**src/hw/rtl/quadrature_encoder_accumulator_defines.svh**
```systemverilog
// ----------------------------------------------------------------------------
// Quadrature encoder accumulator - assertion macros
// Clocked assertion wrappers. Define ASSERT_OFF to compile them away.
// ----------------------------------------------------------------------------
`ifndef QUADRATURE_ENCODER_ACCUMULATOR_DEFINES_SVH
`define QUADRATURE_ENCODER_ACCUMULATOR_DEFINES_SVH

`ifndef ASSERT_OFF
// Check a property at every rising edge, skipped while reset is low.
`define QEA_ASSERT(label, clk, rst_n, prop) \
    label: assert property (@(posedge clk) disable iff (!rst_n) (prop)) \
        else $error("qea assertion failed");
// Check a property at every rising edge, reset included.
`define QEA_ASSERT_ALWAYS(label, clk, prop) \
    label: assert property (@(posedge clk) (prop)) \
        else $error("qea assertion failed");
`else
`define QEA_ASSERT(label, clk, rst_n, prop)
`define QEA_ASSERT_ALWAYS(label, clk, prop)
`endif

`endif

```
**src/hw/rtl/qea_pkg.sv**
```systemverilog
// ----------------------------------------------------------------------------
// Quadrature encoder accumulator - package
// Register map, reset values, field widths and the pin filter step.
// ----------------------------------------------------------------------------
`timescale 1ns / 1ps

package qea_pkg;

    localparam int COUNT_TOP_DEF = 65535;

    // Field widths fixed by the interface
    localparam int LEVEL_W  = 17;
    localparam int OFFSET_W = 17;
    localparam int FILT_W   = 4;
    localparam int GAIN_W   = 24;
    localparam int DATA_W   = 32;
    localparam int ADDR_W   = 3;

    localparam logic [LEVEL_W-1:0] LEVEL_ONE = 17'd65536;

    // Register indexes (byte address bit 2)
    localparam logic REG_FILTER_SAMPLES = 1'b0;
    localparam logic REG_STEP_GAIN      = 1'b1;

    localparam logic [FILT_W-1:0] FILTER_SAMPLES_RST = 4'd8;
    localparam logic [GAIN_W-1:0] STEP_GAIN_RST      = 24'd256;

    localparam logic MODE_TICK = 1'b0;
    localparam logic MODE_READ = 1'b1;

    typedef struct packed {
        logic              lvl;
        logic [FILT_W-1:0] run;
        logic              moved;
    } t_filt;

    // One sample of the run-length filter on a single pin.
    function automatic t_filt f_pin_filter(
        input logic              raw,
        input logic              lvl,
        input logic [FILT_W-1:0] run,
        input logic [FILT_W-1:0] samples
    );
        t_filt             res;
        logic [FILT_W-1:0] need;
        logic [FILT_W-1:0] nxt;
        need      = (samples == '0) ? FILT_W'(1) : samples;
        nxt       = run + FILT_W'(1);
        res.lvl   = lvl;
        res.run   = '0;
        res.moved = 1'b0;
        if (raw != lvl) begin
            if (nxt >= need) begin
                res.lvl   = raw;
                res.moved = 1'b1;
            end else begin
                res.run = nxt;
            end
        end
        return res;
    endfunction

endpackage

```
**src/hw/rtl/quadrature_encoder_accumulator.sv**
```systemverilog
// ----------------------------------------------------------------------------
// Quadrature encoder accumulator
// x4 quadrature decoder with pin filters and a clamped, gain-scaled level.
// ----------------------------------------------------------------------------
// Usage:
//   Input channel (i_valid / o_stall) carries one beat per item: i_mode = 0
//   is a sample tick of the raw pins i_pin_a / i_pin_b, i_mode = 1 is a read.
//   A tick filters both pins, decodes edges x4 and moves the wrapping
//   position counter; it gives no result beat. A read gives one result beat
//   on the output channel (o_valid / i_stall): o_count_offset is the
//   position minus its midpoint, o_level the new Q1.16 level after adding
//   offset * step_gain / 256 (rounded) and clamping to 0..1.0. The counter
//   then goes back to the midpoint.
//   Path: a read's beat waits in the input register until it fires, and
//   its result then loads into the result register; a full, stalled
//   result register holds the read in the input register.
//   One beat is taken per cycle while o_stall is low; the position and
//   level registers are updated as each beat fires.
//   Stall: a result waits in the output register; ticks keep flowing, and
//   only a read finding the output register full and stalled holds o_stall.
//   Reset (synchronous, active low) empties both registers, restores the
//   filter and gain registers and puts the counter at the midpoint.
//   Configuration is written over APB: filter_samples at 0x0, step_gain 0x4.
// ----------------------------------------------------------------------------
`timescale 1ns / 1ps
`include "quadrature_encoder_accumulator_defines.svh"

module quadrature_encoder_accumulator
    import qea_pkg::*;
#(
    parameter int COUNT_TOP = COUNT_TOP_DEF
) (
    input  logic                       i_clk,
    input  logic                       i_rst_n,
    // Sample / read channel
    input  logic                       i_valid,
    output logic                       o_stall,
    input  logic                       i_mode,
    input  logic                       i_pin_a,
    input  logic                       i_pin_b,
    // Result channel
    output logic                       o_valid,
    input  logic                       i_stall,
    output logic [LEVEL_W-1:0]         o_level,
    output logic signed [OFFSET_W-1:0] o_count_offset,
    // Configuration port
    input  logic                       psel,
    input  logic                       penable,
    input  logic                       pwrite,
    input  logic [ADDR_W-1:0]          paddr,
    input  logic [DATA_W-1:0]          pwdata,
    output logic [DATA_W-1:0]          prdata,
    output logic                       pready
);

    localparam int POS_W     = $clog2(COUNT_TOP + 1);
    localparam int COUNT_MID = COUNT_TOP / 2;
    localparam int PROD_W    = OFFSET_W + GAIN_W + 1;
    localparam int SUM_W     = PROD_W + 1;

    // Step the position counter by one with wrap over 0..COUNT_TOP.
    function automatic logic [POS_W-1:0] f_count_step(
        input logic [POS_W-1:0] pos,
        input logic             up
    );
        logic [POS_W-1:0] res;
        if (up) begin
            res = (pos >= POS_W'(COUNT_TOP)) ? '0 : pos + POS_W'(1);
        end else begin
            res = (pos == '0) ? POS_W'(COUNT_TOP) : pos - POS_W'(1);
        end
        return res;
    endfunction

    // ------------------------------------------------------------------
    // Configuration registers
    // ------------------------------------------------------------------
    logic [FILT_W-1:0] r_filter_samples;
    logic [GAIN_W-1:0] r_step_gain;
    logic              w_cfg_wr;

    assign pready   = 1'b1;
    assign w_cfg_wr = psel && penable && pwrite && pready;

    always_ff @(posedge i_clk) begin
        if (!i_rst_n) begin
            r_filter_samples <= FILTER_SAMPLES_RST;
            r_step_gain      <= STEP_GAIN_RST;
        end else if (w_cfg_wr) begin
            case (paddr[2])
                REG_FILTER_SAMPLES: r_filter_samples <= pwdata[FILT_W-1:0];
                REG_STEP_GAIN:      r_step_gain      <= pwdata[GAIN_W-1:0];
                default:            ;
            endcase
        end
    end

    always_comb begin
        case (paddr[2])
            REG_FILTER_SAMPLES: prdata = DATA_W'(r_filter_samples);
            REG_STEP_GAIN:      prdata = DATA_W'(r_step_gain);
            default:            prdata = '0;
        endcase
    end

    // ------------------------------------------------------------------
    // Input register and handshake
    // ------------------------------------------------------------------
    logic r_in_valid;
    logic r_mode;
    logic r_pin_a;
    logic r_pin_b;
    logic r_out_valid;
    logic w_out_free;
    logic w_fire;
    logic w_fire_read;

    // A tick always completes; a read needs room in the result register.
    assign w_out_free  = !r_out_valid || !i_stall;
    assign w_fire      = r_in_valid && ((r_mode == MODE_TICK) || w_out_free);
    assign w_fire_read = w_fire && (r_mode == MODE_READ);
    assign o_stall     = r_in_valid && !w_fire;

    always_ff @(posedge i_clk) begin
        if (!i_rst_n) begin
            r_in_valid <= 1'b0;
        end else if (!o_stall) begin
            r_in_valid <= i_valid;
        end
    end

    // Payload: load a new beat whenever the stage moves on
    always_ff @(posedge i_clk) begin
        if (!o_stall && i_valid) begin
            r_mode  <= i_mode;
            r_pin_a <= i_pin_a;
            r_pin_b <= i_pin_b;
        end
    end

    // ------------------------------------------------------------------
    // Decoder state
    // ------------------------------------------------------------------
    logic              r_filt_a;
    logic              r_filt_b;
    logic [FILT_W-1:0] r_run_a;
    logic [FILT_W-1:0] r_run_b;
    logic [POS_W-1:0]  r_position;
    logic [LEVEL_W-1:0] r_accum;

    t_filt            w_fa;
    t_filt            w_fb;
    logic [POS_W-1:0] w_pos_a;
    logic [POS_W-1:0] w_pos_b;

    // Filter A first; B then sees the new filtered A
    always_comb begin
        w_fa    = f_pin_filter(r_pin_a, r_filt_a, r_run_a, r_filter_samples);
        w_fb    = f_pin_filter(r_pin_b, r_filt_b, r_run_b, r_filter_samples);
        w_pos_a = w_fa.moved ? f_count_step(r_position, w_fa.lvl != r_filt_b)
                             : r_position;
        w_pos_b = w_fb.moved ? f_count_step(w_pos_a, w_fb.lvl == w_fa.lvl)
                             : w_pos_a;
    end

    // ------------------------------------------------------------------
    // Read path: offset * gain, add to level, round and clamp
    // ------------------------------------------------------------------
    logic signed [OFFSET_W-1:0] w_offset;
    logic signed [PROD_W-1:0]   w_prod;
    logic signed [SUM_W-1:0]    w_sum;
    logic [SUM_W-9:0]           w_quot;
    logic [LEVEL_W-1:0]         n_level;

    always_comb begin
        w_offset = OFFSET_W'(r_position) - OFFSET_W'(COUNT_MID);
        w_prod   = PROD_W'(w_offset) * $signed({1'b0, r_step_gain});
        w_sum    = $signed({{(SUM_W - LEVEL_W - 8){1'b0}}, r_accum, 8'd0})
                 + SUM_W'(w_prod) + SUM_W'(128);
        w_quot   = w_sum[SUM_W-1:8];
        // Drop negatives to zero, saturate at 1.0
        if (w_sum < 0) begin
            n_level = '0;
        end else if (w_quot > (SUM_W-8)'(LEVEL_ONE)) begin
            n_level = LEVEL_ONE;
        end else begin
            n_level = w_quot[LEVEL_W-1:0];
        end
    end

    always_ff @(posedge i_clk) begin
        if (!i_rst_n) begin
            r_filt_a   <= 1'b0;
            r_filt_b   <= 1'b0;
            r_run_a    <= '0;
            r_run_b    <= '0;
            r_position <= POS_W'(COUNT_MID);
            r_accum    <= '0;
        end else if (w_fire) begin
            if (r_mode == MODE_TICK) begin
                r_filt_a   <= w_fa.lvl;
                r_filt_b   <= w_fb.lvl;
                r_run_a    <= w_fa.run;
                r_run_b    <= w_fb.run;
                r_position <= w_pos_b;
            end else begin
                // Re-centre the counter after each read
                r_position <= POS_W'(COUNT_MID);
                r_accum    <= n_level;
            end
        end
    end

    // ------------------------------------------------------------------
    // Result register
    // ------------------------------------------------------------------
    logic [LEVEL_W-1:0]         r_level;
    logic signed [OFFSET_W-1:0] r_count_offset;

    always_ff @(posedge i_clk) begin
        if (!i_rst_n) begin
            r_out_valid <= 1'b0;
        end else if (w_fire_read) begin
            r_out_valid <= 1'b1;
        end else if (!i_stall) begin
            r_out_valid <= 1'b0;
        end
    end

    always_ff @(posedge i_clk) begin
        if (w_fire_read) begin
            r_level        <= n_level;
            r_count_offset <= w_offset;
        end
    end

    assign o_valid        = r_out_valid;
    assign o_level        = r_level;
    assign o_count_offset = r_count_offset;

    // ------------------------------------------------------------------
    // Assertions
    // ------------------------------------------------------------------
    `QEA_ASSERT(a_pos_in_range, i_clk, i_rst_n, r_position <= POS_W'(COUNT_TOP))
    `QEA_ASSERT(a_level_clamped, i_clk, i_rst_n, r_accum <= LEVEL_ONE)
    `QEA_ASSERT(a_read_recentres, i_clk, i_rst_n,
        w_fire_read |=> (r_position == POS_W'(COUNT_MID)) && r_out_valid)
    `QEA_ASSERT_ALWAYS(a_stall_only_on_read, i_clk,
        o_stall |-> (r_in_valid && (r_mode == MODE_READ) && r_out_valid && i_stall))

endmodule
```
**config.mk**
```make
export PLATFORM = sky130hd
export DESIGN_NAME = quadrature_encoder_accumulator
export DESIGN_NICKNAME = d
export VERILOG_FILES = /design/src/hw/rtl/qea_pkg.sv /design/src/hw/rtl/quadrature_encoder_accumulator.sv
export VERILOG_INCLUDE_DIRS = /design/src /design/src/hw/rtl
export SDC_FILE = /design/constraint.sdc
export NUM_CORES = 1
export LEC_CHECK = 0
export BUFFER_PORTS_ARGS = -buffer_cell sky130_fd_sc_hd__buf_2
export CAP_MARGIN = 30
export CORE_ASPECT_RATIO = 1.75
export CORE_UTILIZATION = 65
export CTS_BUF_LIST = sky130_fd_sc_hd__clkbuf_16
export CTS_CLUSTER_SIZE = 16
export DETAILED_ROUTE_END_ITERATION = 6
export GPL_ROUTABILITY_DRIVEN = 0
export PLACE_DENSITY = 0.84
export REMOVE_ABC_BUFFERS = 1
export SKIP_CTS_REPAIR_TIMING = 1
export SLEW_MARGIN = 20
export SYNTH_ARGS = -nofsm -noshare
export SYNTH_HDL_FRONTEND = slang
export SYNTH_SLANG_ARGS = --single-unit
```
**constraint.sdc**
```tcl
create_clock -name i_clk -period 9.2 [get_ports i_clk]
set_input_delay 1.38 -clock i_clk [delete_from_list [all_inputs] [get_ports i_clk]]
set_output_delay 1.38 -clock i_clk [all_outputs]
set_load 0.005 [all_outputs]
```
==> reports/results.txt <==
status - completed
commonest non-fill, non-tap cell in the layout - inv_1
CP Data Arrival Time - 9.19 ns
Die X - 139.5 um
Fin Clk Skew - 0.01124 ns
first-pass GRT wire length - 106.1 mm
total number of vias - 19286
final setup violation count - 0
HP Class - flop to flop
CP max FO - 13
reg-to-reg startpoint - r_position[2]$_SDFFE_PN1P_
clock root buffer master - clkbuf_16
Detailed Place HPWL - 50.63 mm
initial cell density of the core - 66.28%
final hold slack - 0.4927 ns
Slew @ Worst Pin - 1.078 ns
WS Path Type - flop to flop
DR WL/cell - 22.45 um
# placed instances - 2933
pre-CTS WS - 0.4408 ns
most frequent cells in the layout - 425 x inv_1, 365 x nand2_1, 346 x fa_1, 170 x and2_1, 164 x ha_1
GRT Overall Usage - 41.38%
Post-synth EDFFs - 37
clock sinks - 110
Final Util - 70.86%
I/O pins - 114
gr ovfl total - 0
Synth Instances - 2515
# port buffers - 94
Clock transition at path regs - 0.08 ns
Die ar. - 0.03384 sq mm
Unique masters post-synth - 100
CP most frequent cell - fa_1
antenna-violating nets left - 0
1st-iter DRT viols - 1786
Core ar. - 0.03244 sq mm
Post-synth ARST share - 0%
row count - 87
initial antenna violation count - 3
Layout Nets - 3110
layout cells sized above 1 - 10.94%
P&R area growth vs syn - 6.907%
Cells on Worst Hold Path - 2
Max stage delay on crit path - 0.84 ns
cts bufs inserted - 9
Pre-antenna DRT Iters - 6
crit start category - flop
RR Endpoint - r_accum[0]$_SDFFE_PN0P_
hold path start - r_accum[16]$_SDFFE_PN0P_
final cell count without fillers - 2961
pin count of the biggest net entering global routing - 50
fin worst setup slack - 0.3521 ns
PwrDens - 58.52 mW/mm^2
Pins Over Slew Limit - 0
worst path required time - 9.54 ns
LEAKAGE - 11.43 nW
routed vias/inst - 6.513
insertion delay to the later sink of the worst-skew pair - 0.40 ns
CTS tree - done
clock buffer depth - 2
WL final - 66.47 mm
Synth Warn # - 0
sequential area share after synthesis - 11.96%
hold path endpoint - r_accum[16]$_SDFFE_PN0P_
period utilization - 96.17%
syn avg cell area - 8.549 sq um
vias in the first global route - 20496
Layout fillers - 2396
Fmax - 113.0 MHz
Worst setup EP type - flop
Max-Cap Viols - 0
r2r setup slk - 0.35 ns
maximum vdd drop - 0.00009660 V
Yosys reg bits - 110
Min Clock Period, post-route - 8.848 ns
DRC - 0
H-Tree Depth - 3
Final Hold Fails - 0
Netlist Area Pre-Place - 0.02150 sq mm
dominant synthesized flop cell - dfxtp_1
Chip Height - 242.6 um
path depth of the worst reg2reg path - 29
slowest CP cell - fa_1
Slew headroom - 28.01%
[report_power, final]
group / leakage [nW] / switching, mW / total (mW) / internal, mW
clock network: 0.143 / 0.218 / 0.408 / 0.190
logic: 10.3 / 0.254 / 0.405 / 0.152
registers: 0.940 / 0.0174 / 0.532 / 0.514
total: 11.4 / 0.489 / 1.35 / 0.856
[sequential cells by signal (all words and copies together) (netlist names), 4 cells and up]
| signal | count |
|---|---|
| r_filter_samples | 4 |
| o_level | 17 |
| o_count_offset | 17 |
| r_run_b | 4 |
| r_run_a | 4 |
| r_accum | 17 |
| r_step_gain | 24 |
| r_position | 16 |
[kinds of logic after synthesis]
| kind of cell | after synthesis | synth area share [%] |
|---|---|---|
| AOI/OAI and AO/OA | 353 | 11.93 |
| xor gates and xnor gates | 52 | 2.205 |
| adders and majority gates | 510 | 41.76 |
| buffers and inverters | 590 | 10.65 |
| DFF | 110 | 11.96 |
| muxes | 11 | 0.5295 |
| other | 2 | 0.03493 |
| and+or+nand+nor | 887 | 20.93 |
[synth_stat cells (17+ instances only)]
library cell | count | share of area [%]
a21o_1 | 23 | 0.80
fa_1 | 346 | 32
xnor2_1 | 28 | 1.1
nor3_1 | 45 | 1.0
a21boi_0 | 31 | 1.1
or2_2 | 19 | 0.55
dfxtp_1 | 73 | 6.8
nand2_1 | 365 | 6.4
a21oi_1 | 65 | 1.5
buf_1 | 17 | 0.30
xor2_1 | 23 | 0.94
nand4_1 | 26 | 0.76
nor2_1 | 84 | 1.5
a22o_1 | 17 | 0.69
ha_1 | 164 | 9.5
inv_1 | 427 | 7.5
and2_1 | 170 | 4.9
clkbuf_1 | 114 | 2.0
nand3_1 | 46 | 1.1
nor2b_1 | 37 | 1.1
o21ai_0 | 43 | 1.0
edfxtp_1 | 37 | 5.2
[worst max path at each step]
stage,from,to,slack (ns)
after floorplan,r_position[0]$_SDFFE_PN1P_,o_level[11]$_DFFE_PP_,-0.07
after detailed placement,r_position[11]$_SDFFE_PN1P_,o_level[13]$_DFFE_PP_,0.44
after CTS,r_position[11]$_SDFFE_PN1P_,o_level[13]$_DFFE_PP_,0.42
after global routing,r_position[5]$_SDFFE_PN1P_,r_accum[5]$_SDFFE_PN0P_,-0.04
after global placement,r_position[1]$_SDFFE_PN1P_,r_accum[2]$_SDFFE_PN0P_,0.60
final,r_position[2]$_SDFFE_PN1P_,r_accum[0]$_SDFFE_PN0P_,0.35
[layer usage]
layer	vias up	GRT usage (%)	part of all wire, %
li1	8142	-	-
met1	9298	40.94	30
met2	1289	68.09	48
met3	553	13.18	10
met4	4	39.38	12
met5	-	0	0.035
[cell type report]
class                      count  area [sq um]  share of cell area [%]
multi-input combinational   1822         16800                   73.08
sequential                   110          2576                   11.21
inverter                     429          1614                   7.022
timing repair buffer         183          1205                   5.242
tap                          400         500.5                   2.177
clock buffer                   9         225.2                  0.9798
clock inverter                 7         63.81                  0.2776
antenna                        1         2.502                 0.01089
[worst max-delay path, delay by kind of cell, from the launching register on]
family | cells | cell delay, ns
adders and majority gates | 7 | 3.92
AOI/OAI and AO/OA | 8 | 1.72
buffers and inverters | 9 | 1.31
and+or+nand+nor | 4 | 0.93
xor gates and xnor gates | 1 | 0.46
DFF | 1 | 0.44
[through the flow]
stage	power (mW)	TNS [ns]	cell area, sq um
floorplan	0.7595	-0.4831	20850
global placement	0.9110	0	22530
detailed placement	0.9241	0	22550
CTS	1.320	0	22830
global route	1.396	-0.1796	22980
finish	1.345	0	22990
Power figures use the tool's default switching activity.
